**src/design/btmd_pkg.sv**
```systemverilog
// shared types and character codes for the binary tree minimum depth block
package btmd_pkg;

    localparam logic [7:0] CH_BAR   = 8'h7C;
    localparam logic [7:0] CH_STAR  = 8'h2A;
    localparam logic [7:0] CH_SPACE = 8'h20;
    localparam logic [7:0] CH_TAB   = 8'h09;
    localparam logic [7:0] CH_CR    = 8'h0D;

    typedef struct packed {
        logic [7:0] ch;
        logic       last;
    } t_in;

    typedef struct packed {
        logic       found;
        logic [3:0] depth;
        logic       overflow;
    } t_out;

    typedef enum logic [3:0] {
        S_CLEAR = 4'b0001,
        S_RUN   = 4'b0010,
        S_SCAN  = 4'b0100,
        S_WAIT  = 4'b1000
    } t_state;

endpackage

```
**src/design/btmd_ram.sv**
```systemverilog
// generic ram: one write port, two registered read ports, read-first
module btmd_ram #(
    parameter int WIDTH = 1,
    parameter int DEPTH = 128
) (
    input  logic                     i_clk,
    input  logic                     i_we,
    input  logic [$clog2(DEPTH)-1:0] i_waddr,
    input  logic [WIDTH-1:0]         i_wdata,
    input  logic [$clog2(DEPTH)-1:0] i_raddr0,
    input  logic [$clog2(DEPTH)-1:0] i_raddr1,
    output logic [WIDTH-1:0]         o_rdata0,
    output logic [WIDTH-1:0]         o_rdata1
);

    logic [WIDTH-1:0] r_mem [DEPTH];

    always_ff @(posedge i_clk) begin
        if (i_we) begin
            r_mem[i_waddr] <= i_wdata;
        end
        o_rdata0 <= r_mem[i_raddr0];
        o_rdata1 <= r_mem[i_raddr1];
    end

endmodule

```
**src/design/binary_tree_min_depth_top.sv**
```systemverilog
// top level: tree description parser, child occupancy memories and leaf scan
//
//  channel  direction  signals                              payload
//  request  in         i_in_valid / o_in_ready / i_in_req   t_in  {ch, last}
//  result   out        o_out_valid / i_out_ready / o_out_res t_out {found, depth, overflow}
//
// one character per cycle while o_in_ready is high; a request with last set starts a scan
// of levels 0 to t, t being the deepest level that holds a node (0 if none), one
// node per cycle through the two child memories; after the last read the result is
// loaded once the output register is free, and input is ready again once it is loaded
// after reset a clearing pass zeroes both memories
// a stalled result holds in the output register; the next line is taken meanwhile,
// only the load of its own result waits for the register to drain
module binary_tree_min_depth_top
    import btmd_pkg::*;
#(
    parameter int MAX_LEVELS = 8
) (
    input  logic i_clk,
    input  logic i_rst_n,
    input  logic i_in_valid,
    output logic o_in_ready,
    input  t_in  i_in_req,
    output logic o_out_valid,
    input  logic i_out_ready,
    output t_out o_out_res
);

    localparam int ML    = MAX_LEVELS;
    localparam int AW    = ML - 1;
    localparam int DEPTH = 2 ** AW;
    localparam int LW    = $clog2(MAX_LEVELS + 1);

    t_state          r_state, n_state;
    logic [AW-1:0]   r_clr, n_clr;
    logic [LW-1:0]   r_level, n_level;
    logic [ML-1:0]   r_slot, n_slot;
    logic [ML-1:0]   r_base, n_base;
    logic            r_tok, n_tok;
    logic            r_ovf, n_ovf;
    logic            r_root, n_root;
    logic [LW-1:0]   r_top, n_top;
    logic [ML-1:0]   r_k, n_k;
    logic [LW-1:0]   r_kdep, n_kdep;
    logic [ML-1:0]   r_knext, n_knext;
    logic            r_ev, n_ev;
    logic [ML-1:0]   r_ek, n_ek;
    logic [LW-1:0]   r_edep, n_edep;
    logic            r_found, n_found;
    logic [LW-1:0]   r_fdep, n_fdep;
    logic            r_ovalid, n_ovalid;
    t_out            r_ores, n_ores;

    logic            in_acc;
    logic            is_bar, is_blank, is_star, start_node;
    logic            lvl_ok, slot_ok;
    logic [ML-1:0]   node, node_m1, k_m1, k_last, k_inc;
    logic            advance;
    logic            w_left, w_right, w_data;
    logic [AW-1:0]   w_addr;
    logic            l_kid, r_kid, l_own, r_own;
    logic            own, kids, leaf, out_free;

    assign in_acc = i_in_valid && o_in_ready;

    assign is_bar   = i_in_req.ch == CH_BAR;
    assign is_blank = i_in_req.ch == CH_SPACE ||
                      (i_in_req.ch >= CH_TAB && i_in_req.ch <= CH_CR);
    assign is_star  = i_in_req.ch == CH_STAR;
    assign start_node = !is_bar && !is_blank && !r_tok && !is_star;

    assign lvl_ok  = r_level < LW'(MAX_LEVELS);
    assign slot_ok = lvl_ok && ((r_slot >> r_level) == '0);
    assign advance = !is_bar && !is_blank && !r_tok && slot_ok;

    // node n > 0 lives in entry (n-1)/2 of the left (odd n) or right (even n) memory
    assign node    = r_base + r_slot;
    assign node_m1 = node - ML'(1);
    assign k_m1    = r_k - ML'(1);
    assign k_inc   = r_k + ML'(1);
    assign k_last  = ML'(((ML + 1)'(2) << r_top) - (ML + 1)'(2));

    always_comb begin
        w_addr  = r_clr;
        w_left  = 1'b0;
        w_right = 1'b0;
        w_data  = 1'b0;
        case (r_state)
            S_CLEAR: begin
                w_left  = 1'b1;
                w_right = 1'b1;
            end
            S_RUN: begin
                w_addr = node_m1[ML-1:1];
                w_data = 1'b1;
                if (in_acc && start_node && slot_ok && r_level != '0) begin
                    w_left  = !node_m1[0];
                    w_right = node_m1[0];
                end
            end
            S_SCAN: begin
                // both nodes of this entry have been checked, drop it for the next line
                w_addr  = k_m1[ML-1:1];
                w_left  = !r_k[0] && r_k != '0;
                w_right = !r_k[0] && r_k != '0;
            end
            default: begin
                w_addr = r_clr;
            end
        endcase
    end

    btmd_ram #(
        .WIDTH (1),
        .DEPTH (DEPTH)
    ) u_left (
        .i_clk    (i_clk),
        .i_we     (w_left),
        .i_waddr  (w_addr),
        .i_wdata  (w_data),
        .i_raddr0 (r_k[AW-1:0]),
        .i_raddr1 (k_m1[ML-1:1]),
        .o_rdata0 (l_kid),
        .o_rdata1 (l_own)
    );

    btmd_ram #(
        .WIDTH (1),
        .DEPTH (DEPTH)
    ) u_right (
        .i_clk    (i_clk),
        .i_we     (w_right),
        .i_waddr  (w_addr),
        .i_wdata  (w_data),
        .i_raddr0 (r_k[AW-1:0]),
        .i_raddr1 (k_m1[ML-1:1]),
        .o_rdata0 (r_kid),
        .o_rdata1 (r_own)
    );

    assign own  = (r_ek == '0) ? r_root : (r_ek[0] ? l_own : r_own);
    // nodes on the deepest level have no child entry
    assign kids = !r_ek[ML-1] && (l_kid || r_kid);
    assign leaf = r_ev && own && !kids;

    assign out_free = !r_ovalid || i_out_ready;

    always_comb begin
        n_state  = r_state;
        n_clr    = r_clr;
        n_level  = r_level;
        n_slot   = r_slot;
        n_base   = r_base;
        n_tok    = r_tok;
        n_ovf    = r_ovf;
        n_root   = r_root;
        n_top    = r_top;
        n_k      = r_k;
        n_kdep   = r_kdep;
        n_knext  = r_knext;
        n_ev     = 1'b0;
        n_ek     = r_ek;
        n_edep   = r_edep;
        n_found  = r_found;
        n_fdep   = r_fdep;
        n_ovalid = r_ovalid;
        n_ores   = r_ores;

        if (r_ovalid && i_out_ready) begin
            n_ovalid = 1'b0;
        end

        if (leaf && !r_found) begin
            n_found = 1'b1;
            n_fdep  = r_edep;
        end

        case (r_state)
            S_CLEAR: begin
                n_clr = r_clr + AW'(1);
                if (r_clr == '1) begin
                    n_state = S_RUN;
                end
            end
            S_RUN: begin
                if (in_acc) begin
                    if (is_bar) begin
                        n_tok  = 1'b0;
                        n_slot = '0;
                        if (lvl_ok) begin
                            n_level = r_level + LW'(1);
                            n_base  = {r_base[ML-2:0], 1'b1};
                        end
                    end else if (is_blank) begin
                        n_tok = 1'b0;
                    end else if (!r_tok && !is_star) begin
                        n_tok = 1'b1;
                        if (slot_ok) begin
                            n_top = r_level;
                            if (r_level == '0) begin
                                n_root = 1'b1;
                            end
                        end else begin
                            n_ovf = 1'b1;
                        end
                    end
                    if (advance) begin
                        n_slot = r_slot + ML'(1);
                    end
                    if (i_in_req.last) begin
                        n_state = S_SCAN;
                        n_k     = '0;
                        n_kdep  = LW'(1);
                        n_knext = ML'(1);
                        n_found = 1'b0;
                        n_fdep  = '0;
                    end
                end
            end
            S_SCAN: begin
                n_ev   = 1'b1;
                n_ek   = r_k;
                n_edep = r_kdep;
                n_k    = k_inc;
                if (k_inc == r_knext) begin
                    n_kdep  = r_kdep + LW'(1);
                    n_knext = {r_knext[ML-2:0], 1'b1};
                end
                if (r_k == k_last) begin
                    n_state = S_WAIT;
                end
            end
            S_WAIT: begin
                if (!r_ev && out_free) begin
                    n_ovalid         = 1'b1;
                    n_ores.found     = r_found;
                    n_ores.depth     = 4'(r_fdep);
                    n_ores.overflow  = r_ovf;
                    n_level = '0;
                    n_slot  = '0;
                    n_base  = '0;
                    n_tok   = 1'b0;
                    n_ovf   = 1'b0;
                    n_root  = 1'b0;
                    n_top   = '0;
                    n_state = S_RUN;
                end
            end
            default: begin
                n_state = S_CLEAR;
            end
        endcase
    end

    always_ff @(posedge i_clk) begin
        if (!i_rst_n) begin
            r_state  <= S_CLEAR;
            r_clr    <= '0;
            r_level  <= '0;
            r_slot   <= '0;
            r_base   <= '0;
            r_tok    <= 1'b0;
            r_ovf    <= 1'b0;
            r_root   <= 1'b0;
            r_top    <= '0;
            r_ev     <= 1'b0;
            r_found  <= 1'b0;
            r_ovalid <= 1'b0;
        end else begin
            r_state  <= n_state;
            r_clr    <= n_clr;
            r_level  <= n_level;
            r_slot   <= n_slot;
            r_base   <= n_base;
            r_tok    <= n_tok;
            r_ovf    <= n_ovf;
            r_root   <= n_root;
            r_top    <= n_top;
            r_ev     <= n_ev;
            r_found  <= n_found;
            r_ovalid <= n_ovalid;
        end
    end

    always_ff @(posedge i_clk) begin
        r_k     <= n_k;
        r_kdep  <= n_kdep;
        r_knext <= n_knext;
        r_ek    <= n_ek;
        r_edep  <= n_edep;
        r_fdep  <= n_fdep;
        r_ores  <= n_ores;
    end

    assign o_in_ready  = r_state == S_RUN;
    assign o_out_valid = r_ovalid;
    assign o_out_res   = r_ores;

    a_found_depth: assert property (@(posedge i_clk) disable iff (!i_rst_n)
        r_ovalid |-> (r_ores.found == (r_ores.depth != 4'd0)))
        else $error("found flag and depth disagree");

    a_depth_bound: assert property (@(posedge i_clk) disable iff (!i_rst_n)
        r_ovalid |-> r_ores.depth <= 4'(MAX_LEVELS))
        else $error("reported depth beyond the level bound");

    a_scan_range: assert property (@(posedge i_clk) disable iff (!i_rst_n)
        r_state == S_SCAN |-> r_k <= k_last)
        else $error("scan index ran past the deepest used level");

    a_line_cleared: assert property (@(posedge i_clk) disable iff (!i_rst_n)
        r_state == S_WAIT && n_state == S_RUN |=>
            r_level == '0 && !r_root && !r_ovf && r_ovalid)
        else $error("line state not cleared when the result was loaded");

    a_eval_follows_scan: assert property (@(posedge i_clk) disable iff (!i_rst_n)
        r_ev |-> $past(r_state == S_SCAN))
        else $error("node evaluated without a scan read");

endmodule

```
**config.mk**
```make
export PLATFORM = sky130hd
export DESIGN_NAME = binary_tree_min_depth_top
export DESIGN_NICKNAME = d
export VERILOG_FILES = /design/src/design/btmd_pkg.sv /design/src/design/btmd_ram.sv /design/src/design/binary_tree_min_depth_top.sv
export SDC_FILE = /design/constraint.sdc
export NUM_CORES = 1
export LEC_CHECK = 0
export BUFFER_PORTS_ARGS = -buffer_cell sky130_fd_sc_hd__buf_2
export CORE_ASPECT_RATIO = 0.7
export CORE_MARGIN = 4
export CORE_UTILIZATION = 50
export CTS_CLUSTER_SIZE = 20
export DETAILED_ROUTE_END_ITERATION = 16
export PLACE_DENSITY = 0.66
export RECOVER_POWER = 100
export REMOVE_ABC_BUFFERS = 1
export SLEW_MARGIN = 20
export SYNTH_ARGS = -nofsm -noshare
export SYNTH_HDL_FRONTEND = slang
export SYNTH_SLANG_ARGS = --single-unit
```
**constraint.sdc**
```tcl
create_clock -name i_clk -period 8.35 [get_ports i_clk]
set_clock_uncertainty 0.05 [all_clocks]
set_input_delay 0.4175 -clock i_clk [delete_from_list [all_inputs] [get_ports i_clk]]
set_output_delay 0.4175 -clock i_clk [all_outputs]
set_load 0.02 [all_outputs]
```
# == Yosys cells after proc, flatten, opt, wreduce, memory -nomap -nowiden ==
# Memory sizes are Yosys's and may differ from the RTL's. A register that Yosys moved wholly into a read port is not among the register bits.
# Cells that the tools add are included.
# totals
mem_count,2
latchBits,0
inputBits,13
wordCells,192
ramBits,256
output_inout_bits,8
mem_bits_ro,0
ff_bits,83
# classes
bitwise_logic,0
n_reduce_logical,49
mux,80
div,0
eq_ne,26
add_sub_neg,9
magnitude_cmp,3
multipliers,0
shift,2
# mem_list
memory,words,word_bits,rd,rd_ports_with_merged_regs,wr,line_no,source
u_left.r_mem,128,1,2,2,1,btmd_ram.sv:16,logic [WIDTH-1:0] r_mem [DEPTH];
u_right.r_mem,128,1,2,2,1,btmd_ram.sv:16,
# ops
cell,count
8-bit two-way mux,12
4-bit two-way mux,21
8-bit one-hot mux with 2 select lines,4
1-bit two-way mux,33
4-bit one-hot mux with 2 select lines,3
1-bit logical AND,18
8-bit by 1-bit adder with 8-bit output (second input constant),2
8-bit by 6-bit equality test with 1-bit output (second input constant),2
8-bit equality test,2
8-bit logical NOT,2
4-bit one-hot mux with 4 select lines,1
8-bit by 1-bit subtractor with 8-bit output (second input constant),2
2-bit by 1-bit != test with 1-bit output (second input constant),7
2-bit != test (second input constant),7
7-bit one-hot mux with 2 select lines,1
7-bit AND reduction,2
4-bit AND reduction,3
1-bit logical NOT,11
5-bit AND reduction,2
4-bit by 1-bit adder with 4-bit output (second input constant),2
8-bit adder,1
8-bit by 7-bit equality test with 1-bit output (second input constant),1
8-bit by 4-bit >= comparator with 1-bit output (second input constant),1
8-bit by 4-bit less-or-equal comparator with 1-bit output (second input constant),1
other kinds (22),28

# == Longest topological paths before layout ==
# Gate-level depths: netlist (run 1).
# depth
depth_word,14
mapped_depth,15
depth_no_buf,13

# == Modules after synthesis ==
# Synthesis (run 1) repeated with hierarchy kept, for this count alone.
# unflattened
hier_cells,1461
area_unflattened_um2,18418.9
# modules_own_cells
mod,area_per_inst_um2,cells_each,seq_area_each_um2,instances
btmd_ram,6859.1,481,3883.7,2
binary_tree_min_depth_top,4700.8,499,2011.9,1

# == Least setup slack after synthesis (run 1) ==
# No wires, ideal clock.
# synth_path
path_type,flip-flop to flip-flop
start,register r_state[0]
end,register r_slot[7]
t_arrival_ps,7004
setup_ps,121
synth_period_minus_slack_ps,7176
required_ps,8179
slack_ps,1174
path_stages_with_launch,9
path_buffers,1
cell_sequence,dfxtp_1 > nor2_1 > nand3b_1 > inv_1 > buf_1 > a31oi_1 > and4_1 > a31oi_1 > nor2_1
# synth_between
elab_chain_len,4
elab_cells_between_ends,9
classes_between,5 x eq/ne; 1 x mux; 3 x reduce/logical
# synth_lines
item,line_no,source
start: declaration,binary_tree_min_depth_top.sv:34,"t_state r_state, n_state;"
start signal: assignment,binary_tree_min_depth_top.sv:270,r_state <= n_state;
4-bit by 2-bit equality test with 1-bit output (*),binary_tree_min_depth_top.sv:295,assign o_in_ready = r_state == S_RUN;
via o_in_ready,binary_tree_min_depth_top.sv:22,"output logic o_in_ready,"
1-bit logical AND,binary_tree_min_depth_top.sv:64,assign in_acc = i_in_valid && o_in_ready;
2-bit by 1-bit != test with 1-bit output (no line),-,
4-bit AND reduction (no line),-,
end signal: assignment,binary_tree_min_depth_top.sv:273,r_slot <= n_slot;
end: declaration,binary_tree_min_depth_top.sv:37,"logic [ML-1:0] r_slot, n_slot;"
# The timed path passes the listed nets; every way through them passes the cells marked *.
# A chain may end at the register's enable or synchronous reset.

# == Worst setup path after layout (run 1) ==
# layout_path
start,register r_k[1]
end,"memory u_right.r_mem[27], enable pin"
# layout_between
elab_chain_len,5
elab_cells_between_ends,7
classes_between,1 x add/sub; 4 x mux; 2 x reduce/logical
# layout_lines
item,line_no,source
start: declaration,binary_tree_min_depth_top.sv:43,"logic [ML-1:0] r_k, n_k;"
start signal: assignment,binary_tree_min_depth_top.sv:286,r_k <= n_k;
branches (longest 5 deep; another with 8-bit by 1-bit subtractor with 8-bit output),-,
end: declaration,btmd_ram.sv:16,
# Parallel ways; which one is timed is not known.

==> metrics.yaml, run 1 <==
setup_path:
  path_delay_family: "buffers and inverters"
  cp_common_cell: "nor2_1"
  worst-path-buf-inv: 4
  critPathKind: "register to register"
  arrival_ns: 6.61
  cpMaxStageDelayCell: "clkbuf_1"
  endpoint_kind: "register"
  crit_start: "r_k[1]"
  r2r_start: "r_k[1]"
  start_kind: "register"
  worstPathMaxFanout: 40
  crit_chain: "clkbuf_1, inv_1, ha_1, nor3b_1, xnor2_2, clkbuf_1, nor2_1, a221oi_1, nor2_1, o211ai_1, buf_4, or2_0, nor2_1"
  crit_required_ns: 8.54
  slowest_delay_ns: 1.81
die:
  start_util_pct: 50.66
  core-area_um2: 35920
  die_x_um: 236.0
  io_pins: 21
  die_h_um: 167.6
  dieArea_um2: 39560
  rows: 58
synthesis:
  synth_area_um2: 18200
  synth-edff-count: 293
  ys_top_cells_by_count: "nor2_1, edfxtp_1, nand2_1"
  postSynthAreaPerCell_um2: 11.90
  yosys_most_used_dff: "edfxtp_1"
  synth.most_common_cell: "nor2_1"
  yosysSeqAreaShare_pct: 53.74
  syn_inst: 1529
  synthArstFlopShare_pct: 0
  ys_warn_count: 0
  ys_seq_elements: 342
  yosys.area.top_type: "edfxtp_1"
  synth_top_area_share_pct: 48.35
  yosysUniqueCellTypes: 65
  yosys-top-cells-area: "edfxtp_1, mux4_2, nor2_1"
clock_network:
  cts_resized: 0
  path_clk_slew_ns: 0.06
  cts_inserted_buffers: 35
  clock_latency_ns: 0.53
  postCtsSetupBuffers: 0
  cts_root_buffer: "clkbuf_16"
  htreeDepth: 2
  holdBufCountCts: 0
  clock_path_buffers: 3
  cts_tree: "built"
  cts.sinks: 342
global_route:
  grt_pass1_vias: 12541
  grt_antenna_before_repair: 0
  grt_overflow: 0
  grt_max_degree: 120
  grt_pass1_wl_um: 77070
  track_usage_pct: 25.39
route:
  initialDrtViolationCount: 1820
  dr.pass1.iters: 5
  drc: 0
  wl_um: 50650
  vias_per_cell: 6.523
  wl_per_cell_um: 25.25
  postRouteAntennaNets: 0
  vias: 13086
cells_and_area:
  drive_gt1_share_pct: 14.55
  antenna_cells: 0
  finalInstanceArea_um2: 19670
  fin_nets: 1536
  area_delta_synth_final_pct: 8.071
placement:
  place_area_um2: 18630
  dp_hpwl_um: 32610
  place.gp.congestion: 0.8732
  port_buffers: 20
run:
  drv_cap: 5
timing:
  fin_crit_sh_pct: 76.80
  tightest_slew_ns: 3.687
  setup_viol: 0
  tns_ns: 0
  relSlewSlack_pct: -145.8
  fmax_mhz: 155.9
  slew_violations: 220
  rsz0062_at_grt: "false"
  final-hold-violation-count: 0
  finalCriticalPeriod_ns: 6.413
power:
  p_switching_w: 0.0007167
  p_int_w: 0.002796
  p_clk_share_pct: 46.3
  p_comb_share_pct: 1.5
  p_leak_nw: 6.358
  ir_drop_mv: 0.1514
  p_seq_share_pct: 52.3
  power_density_nw_per_um2: 178.6
  swShare_pct: 20.40
min_path:
  worstHoldStart: "i_out_ready"
  hp-class: "input port to register"
run_status:
  violations: "max-capacitance violations, max-slew violations"
  status: "finished with violations"
-- path summary, 6_finish.rpt --
check / to / slack (ns) / depth (start not counted)
worst max-delay path: u_right.r_mem[27] / 1.94 / 13
worst max register to register: u_right.r_mem[27] / 1.94 / 13
worst min-delay path: o_out_valid / 0.18 / 3
worst min register to register: o_out_res[1] / 0.38 / 0
-- kinds of logic after synthesis --
group	synth area share (%)
adders and majority gates	1.554
muxes	15.96
DFF	53.74
buffers and inverters	4.063
xor gates and xnor gates	2.214
AOI/OAI and AO/OA	6.415
and+or+nand+nor	16.06
-- cell usage in the layout, fill, tap and decap left out, types with 21 or more instances in the layout --
cell	count
mux2i_1	28
edfxtp_1	293
nor2_1	327
clkbuf_16	37
dfxtp_1	49
a21oi_1	33
or3_1	22
buf_4	24
ha_1	21
clkbuf_1	22
nand2_1	143
nand3_1	40
o21ai_0	28
mux4_2	115
inv_1	36
xnor2_1	26
-- tightest hold or removal path, cell delays in order --
cell,delay (ns)
buf_2,0.08
nor2b_1,0.05
o21a_1,0.17
-- metrics by stage --
step                utilization, %  power [W]  std cells  hold WS [ns]  worst slack, ns
finish                       54.75   0.003513       2006        0.1798            1.937
global route                 54.75   0.003616       2006        0.2008            1.701
CTS                          55.12   0.003535       2006        0.1689            3.752
detailed placement           51.86   0.001925       1944        0.3647            3.745
global placement             51.86   0.001923       1944        0.3682            3.865
floorplan                        -   0.001901       1408        0.3495            1.035
-- sequential cells by signal, indices dropped and copies added (netlist names), 6 cells and up --
signal / cells
r_ek: 8
r_knext: 7
r_slot: 8
r_k: 8
u_right.r_mem: 128
r_base: 8
o_out_res: 6
r_clr: 7
u_left.r_mem: 128
-- cell type report --
| type | instances | area (µm²) |
|---|---|---|
| Sequential cell | 342 | 9779 |
| Inverter | 37 | 143.9 |
| Clock buffer | 41 | 960.9 |
| Multi-Input combinational cell | 1029 | 7659 |
| Tap cell | 480 | 600.6 |
| Clock inverter | 21 | 209.0 |
| Fill cell | 3023 | 16250 |
| Timing Repair Buffer | 56 | 315.3 |
-- power by group through the flow --
stage	sequential [W]	clock, W	combinational [W]
after floorplan	0.00187	0	0.0000296
after global placement	0.00187	0	0.0000503
after detailed placement	0.00187	0	0.0000521
after CTS	0.00184	0.00165	0.0000524
after global routing	0.00184	0.00173	0.0000544
final	0.00184	0.00163	0.0000513
-- layer usage --
metal / wire length (µm) / global-route usage, %
met3: 7282 / 8.232
met2: 21040 / 35.01
met1: 21290 / 39.14
met4: 1040 / 6.073
met5: 0 / 0
No activity file was read; power rests on OpenSTA's default activity.
==> inputs of run 2 (changes only) <==
Clock period 8.35 ns to 6.1 ns, I/O delays scaled along.
==> run 2 against run 1 <==
Compared with the run above: the run still ends with max-capacitance violations, max-slew violations left; clock power rose by 31%; first-iteration DRC count is 2.7% higher; hold slack lost 0.11 ns; critical path depth is 2 lower; flip-flop and latch count is the same; wire length fell by 0.68%; fmax increased by 26%; via count is 0.11% higher; critical path type unchanged; largest power group unchanged.
==> metrics.yaml, run 2 (synthesis gave the netlist of run 1 again) <==
timing:
  rsz0062_at_grt: "false"  # unchanged
  fin_crit_sh_pct: 83.60  # was 76.80%
  finalCriticalPeriod_ns: 5.100  # was 6.413 ns
  tightest_slew_ns: 1.912  # was 3.687 ns
  relSlewSlack_pct: -27.49  # was -145.8%
  fin_ws_ns: 1.000  # was 1.937 ns
  final-hold-violation-count: 0  # unchanged
  setup_viol: 0  # unchanged
  slew_violations: 147  # was 220
  fmax_mhz: 196.1  # was 155.9 MHz
die:
  dieArea_um2: 39560  # unchanged
  core-area_um2: 35920  # unchanged
  start_util_pct: 50.66  # unchanged
  rows: 58  # unchanged
  die_x_um: 236.0  # unchanged
  die_h_um: 167.6  # unchanged
  io_pins: 21  # unchanged
route:
  wl_per_cell_um: 25.09  # was 25.25 µm
  drc: 0  # unchanged
  postRouteAntennaNets: 0  # unchanged
  initialDrtViolationCount: 1870  # was 1,820
  vias_per_cell: 6.534  # was 6.523
  dr.pass1.iters: 5  # unchanged
  wl_um: 50310  # was 50,650 µm
  vias: 13101  # was 13,086
setup_path:
  crit_chain: "clkbuf_1, nor3_1, nand2_1, xor2_1, buf_4, o221a_2, nor2_1, o211ai_1, buf_4, or2_0, nor2_1"  # was clkbuf_1, inv_1, ha_1, nor3b_1, xnor2_2, clkbuf_1, nor2_1, a221oi_1, nor2_1, o211ai_1, buf_4, or2_0, nor2_1
  path_delay_family: "buffers and inverters"  # unchanged
  endpoint_kind: "register"  # unchanged
  critPathKind: "register to register"  # unchanged
  crit_required_ns: 6.29  # was 8.54 ns
  slowest_delay_ns: 1.44  # was 1.81 ns
  arrival_ns: 5.29  # was 6.61 ns
  start_kind: "register"  # unchanged
  cpMaxStageDelayCell: "clkbuf_1"  # unchanged
  worst-path-buf-inv: 3  # was 4
  worstPathMaxFanout: 23  # was 40
cells_and_area:
  layout_common_cells: "nor2_1, edfxtp_1, nand2_1"  # unchanged
  antenna_cells: 0  # unchanged
  fin_nets: 1534  # was 1,536
  fillerInstances: 3062  # was 3,023
  final_common_cell: "nor2_1"  # unchanged
  area_delta_synth_final_pct: 7.790  # was 8.071%
  drive_gt1_share_pct: 14.43  # was 14.55%
  reg.largest.list: "u_left.r_mem x128, u_right.r_mem x128"  # unchanged
placement:
  place.gp.congestion: 0.9012  # was 0.8732
  dp_hpwl_um: 32810  # was 32,610 µm
  port_buffers: 20  # unchanged
  pre_cts_ws_ns: 1.715  # was 3.745 ns
global_route:
  grt_pass1_wl_um: 76380  # was 77,070 µm
  grt_overflow: 0  # unchanged
  track_usage_pct: 25.09  # was 25.39%
  grt_max_degree: 107  # was 120
  grt_antenna_before_repair: 0  # unchanged
  grt_pass1_vias: 12389  # was 12,541
power:
  power_w: 0.004712  # was 0.003513 W
  p_leak_nw: 6.322  # was 6.358 nW
  power_density_nw_per_um2: 240.2  # was 178.6 nW/µm²
  ir_drop_mv: 0.2734  # was 0.1514 mV
clock_network:
  cts_inserted_buffers: 35  # unchanged
  postCtsSetupBuffers: 0  # unchanged
  cts_tree: "built"  # unchanged
  htreeDepth: 2  # unchanged
  holdBufCountCts: 0  # unchanged
  cts_root_buffer: "clkbuf_16"  # unchanged
  cts.sinks: 342  # unchanged
  path_clk_slew_ns: 0.06  # about the same
  clock_latency_ns: 0.53  # about the same
  cts_resized: 0  # unchanged
  clock_path_buffers: 3  # unchanged
run_status:
  status: "finished with violations"  # unchanged
  violations: "max-capacitance violations, max-slew violations"  # unchanged
min_path:
  hp-class: "input port to register"  # unchanged
run:
  drv_cap: 3  # was 5
==> run 2: power by group <==
group / switching [W] / leakage, nW / internal, W
Clock: 0.000912 / 0.554 / 0.00122
Sequential: 0.00000513 / 3.15 / 0.00251
Combinational: 0.0000503 / 2.61 / 0.0000209
==> run 2: final timing paths <==
| path | start | endpoint | slack (ns) | cells past startpoint |
|---|---|---|---|---|
| min | i_out_ready | o_out_valid | 0.07 | 3 |
| max reg2reg | r_k[3] | u_right.r_mem[25] | 1.00 | 11 |
| max | r_k[3] | u_right.r_mem[25] | 1.00 | 11 |
| min reg2reg | r_fdep[3] | o_out_res[4] | 0.39 | 0 |
==> run 2: through the flow <==
stage	util (%)	cells	hold WS [ns]	cell area, µm²	setup TNS [ns]
2_1_floorplan	-	1408	0.3268	17600	-258.73
3_3_place_gp	51.83	1942	0.3654	18620	0
3_5_place_dp	51.83	1942	0.3669	18620	0
4_1_cts	54.96	2005	0.05184	19740	0
5_1_grt	54.61	2005	0.09981	19620	0
6_report	54.61	2005	0.06787	19620	0
==> run 2: cell type report <==
| cell class | count | area [µm²] | share of cell area [%] |
|---|---|---|---|
| timing repair buffer | 54 | 325.3 | 1.658 |
| inverter | 37 | 143.9 | 0.7335 |
| clock inverter | 10 | 53.80 | 0.2743 |
| clock buffer | 53 | 1069 | 5.447 |
| sequential | 342 | 9779 | 49.85 |
| tap | 480 | 600.6 | 3.062 |
| multi-input combinational | 1029 | 7645 | 38.97 |
==> run 2: tightest hold or removal path, delay by kind of cell <==
family / cells / cell delay (ns)
compound gates: 1 / 0.17
buf+inv: 1 / 0.08
simple gates: 1 / 0.05
==> run 2: metal layers <==
metal / vias to the layer above / GRT usage (%) / share of wire [%]
met1: 6567 / 38.08 / 42
met5: - / 0 / 0
met4: 0 / 6.532 / 2.3
li1: 5578 / - / -
met2: 861 / 35.80 / 43
met3: 95 / 7.046 / 13
==> inputs of run 3 (changes only) <==
Clock period 6.1 ns to 4.9 ns, I/O delays scaled along.
==> run 3 against run 2 <==
Compared with the run above: the run still ends with max-capacitance violations, max-slew violations left; register-to-register slack got worse by 0.56 ns; sequential power rose by 25%; count of clock-buffer cells in the layout fell by 6; power rose by 26%; via count fell by 0.89%; highest routed layer is now met5; final cell count rose by 0.95%.
==> metrics.yaml, run 3 (synthesis gave the netlist of run 1 again) <==
run:
  drv_cap: 2  # was 3
timing:
  finalCriticalPeriod_ns: 4.461  # was 5.100 ns
  relSlewSlack_pct: -32.31  # was -27.49%
  final-hold-violation-count: 0  # unchanged
  tightest_slew_ns: 1.985  # was 1.912 ns
  fin_crit_sh_pct: 91.04  # was 83.60%
  rsz0062_at_grt: "false"  # unchanged
  setup_viol: 0  # unchanged
  tns_ns: 0  # unchanged
  hold_slack_ns: 0.1004  # was 0.06787 ns
  slew_violations: 130  # was 147
  fmax_mhz: 224.2  # was 196.1 MHz
  fin_ws_ns: 0.4390  # was 1.000 ns
cells_and_area:
  drive_gt1_share_pct: 14.90  # was 14.43%
  final-instance-count-excl-fill: 2024  # was 2,005
  final_common_cell: "nor2_1"  # unchanged
  reg.largest.list: "u_left.r_mem x128, u_right.r_mem x128"  # unchanged
  layout_common_cells: "nor2_1, edfxtp_1, nand2_1"  # unchanged
  antenna_cells: 0  # unchanged
  area_delta_synth_final_pct: 8.484  # was 7.790%
  fin_nets: 1553  # was 1,534
global_route:
  grt_max_degree: 108  # was 107
  gr-usage-met3_pct: 8.166  # was 7.046%
  gr-usage-met1_pct: 38.48  # was 38.08%
  grt_overflow: 0  # unchanged
  grt_pass1_wl_um: 77510  # was 76,380 µm
  grt_antenna_before_repair: 3  # was 0
  grtUsageMet2_pct: 35.80  # unchanged
  busiest_layer: "met1"  # unchanged
  grt_pass1_vias: 12632  # was 12,389
  track_usage_pct: 25.42  # was 25.09%
clock_network:
  cts_inserted_buffers: 35  # unchanged
  postCtsSetupBuffers: 0  # unchanged
  htreeDepth: 2  # unchanged
  cts.sinks: 342  # unchanged
  cts_tree: "built"  # unchanged
  clock_latency_ns: 0.55  # was 0.53 ns
  cts_root_buffer: "clkbuf_16"  # unchanged
  clock_path_buffers: 3  # unchanged
  path_clk_slew_ns: 0.06  # about the same
min_path:
  hp-class: "input port to register"  # unchanged
route:
  initialDrtViolationCount: 1936  # was 1,870
  wl_per_cell_um: 25.30  # was 25.09 µm
  vias: 12984  # was 13,101
  vias_per_cell: 6.415  # was 6.534
  drc: 0  # unchanged
  dr.pass1.iters: 6  # was 5
  wl_um: 51200  # was 50,310 µm
  postRouteAntennaNets: 0  # unchanged
placement:
  port_buffers: 20  # unchanged
  dp.cells: 1960  # was 1,942
  place.gp.congestion: 0.9200  # was 0.9012
  pre_cts_ws_ns: 0.8349  # was 1.715 ns
  dp_hpwl_um: 33600  # was 32,810 µm
setup_path:
  r2r_setup_slack_ns: 0.44  # was 1.00 ns
  critPathKind: "register to register"  # unchanged
  crit_chain: "clkbuf_1, inv_1, ha_1, inv_1, clkbuf_1, mux2i_1, o21ai_0, nand3_1, a311oi_1, buf_4"  # was clkbuf_1, nor3_1, nand2_1, xor2_1, buf_4, o221a_2, nor2_1, o211ai_1, buf_4, or2_0, nor2_1
  start_kind: "register"  # unchanged
  endpoint_kind: "register"  # unchanged
  crit_required_ns: 5.31  # was 6.29 ns
  arrival_ns: 4.87  # was 5.29 ns
  worstPathMaxFanout: 14  # was 23
  slowest_delay_ns: 0.95  # was 1.44 ns
  worst-path-buf-inv: 5  # was 3
  cpMaxStageDelayCell: "clkbuf_1"  # unchanged
  path_delay_family: "buffers and inverters"  # unchanged
die:
  rows: 58  # unchanged
  die_h_um: 167.6  # unchanged
  dieArea_um2: 39560  # unchanged
  start_util_pct: 50.66  # unchanged
  io_pins: 21  # unchanged
  core-area_um2: 35920  # unchanged
  die_x_um: 236.0  # unchanged
run_status:
  status: "finished with violations"  # unchanged
  violations: "max-capacitance violations, max-slew violations"  # unchanged
power:
  power_density_nw_per_um2: 300.2  # was 240.2 nW/µm²
  p_leak_nw: 6.384  # was 6.322 nW
  power_w: 0.005927  # was 0.004712 W
  ir_drop_mv: 0.2332  # was 0.2734 mV
[run 3: cell count changes in the layout (fill, tap and decap cells not counted), sizes merged]
cell         before  now
clkinv            9   10
buf              37   51
clkinvlp          0    1
dlygate4sd3       0    1
bufinv            0    4
clkbuf           70   68
[run 3: worst paths after layout]
path                            startpoint          endpoint  depth (start not counted)
worst max-delay path                r_k[0]  u_right.o_rdata1                         10
worst min register to register       r_ovf      o_out_res[0]                          0
worst max register to register      r_k[0]  u_right.o_rdata1                         10
worst min-delay path               i_rst_n        r_state[0]                          2
[run 3: final cells by class]
cell class / instances / area, µm²
clock inverter: 16 / 188.9
multi-input combinational: 1029 / 7631
fill: 3081 / 16180
sequential: 342 / 9779
timing repair buffer: 73 / 456.7
inverter: 37 / 143.9
tap: 480 / 600.6
clock buffer: 47 / 942.2
[run 3: report_power, final]
part           internal (W)  switching, W
registers           0.00312    0.00000649
clock network       0.00157       0.00114
logic             0.0000278     0.0000606
[run 3: per-stage QoR]
| step | utilization [%] | cell area (µm²) |
|---|---|---|
| floorplan | - | 17600 |
| finish | 54.96 | 19740 |
| CTS | 55.38 | 19890 |
| global route | 54.96 | 19740 |
| global placement | 52.20 | 18750 |
| detailed placement | 52.20 | 18750 |
[run 3: what timing repair did]
action                    CTS  global route
hold endpoints to repair    1             0
hold buffers                1             0
gates resized for setup     0             0
[run 3: routing by layer]
| layer | share of wire, % | up-vias |
|---|---|---|
| li1 | - | 5614 |
| met1 | 42 | 6428 |
| met2 | 42 | 815 |
| met3 | 13 | 125 |
| met4 | 2.6 | 2 |
| met5 | 0.025 | - |
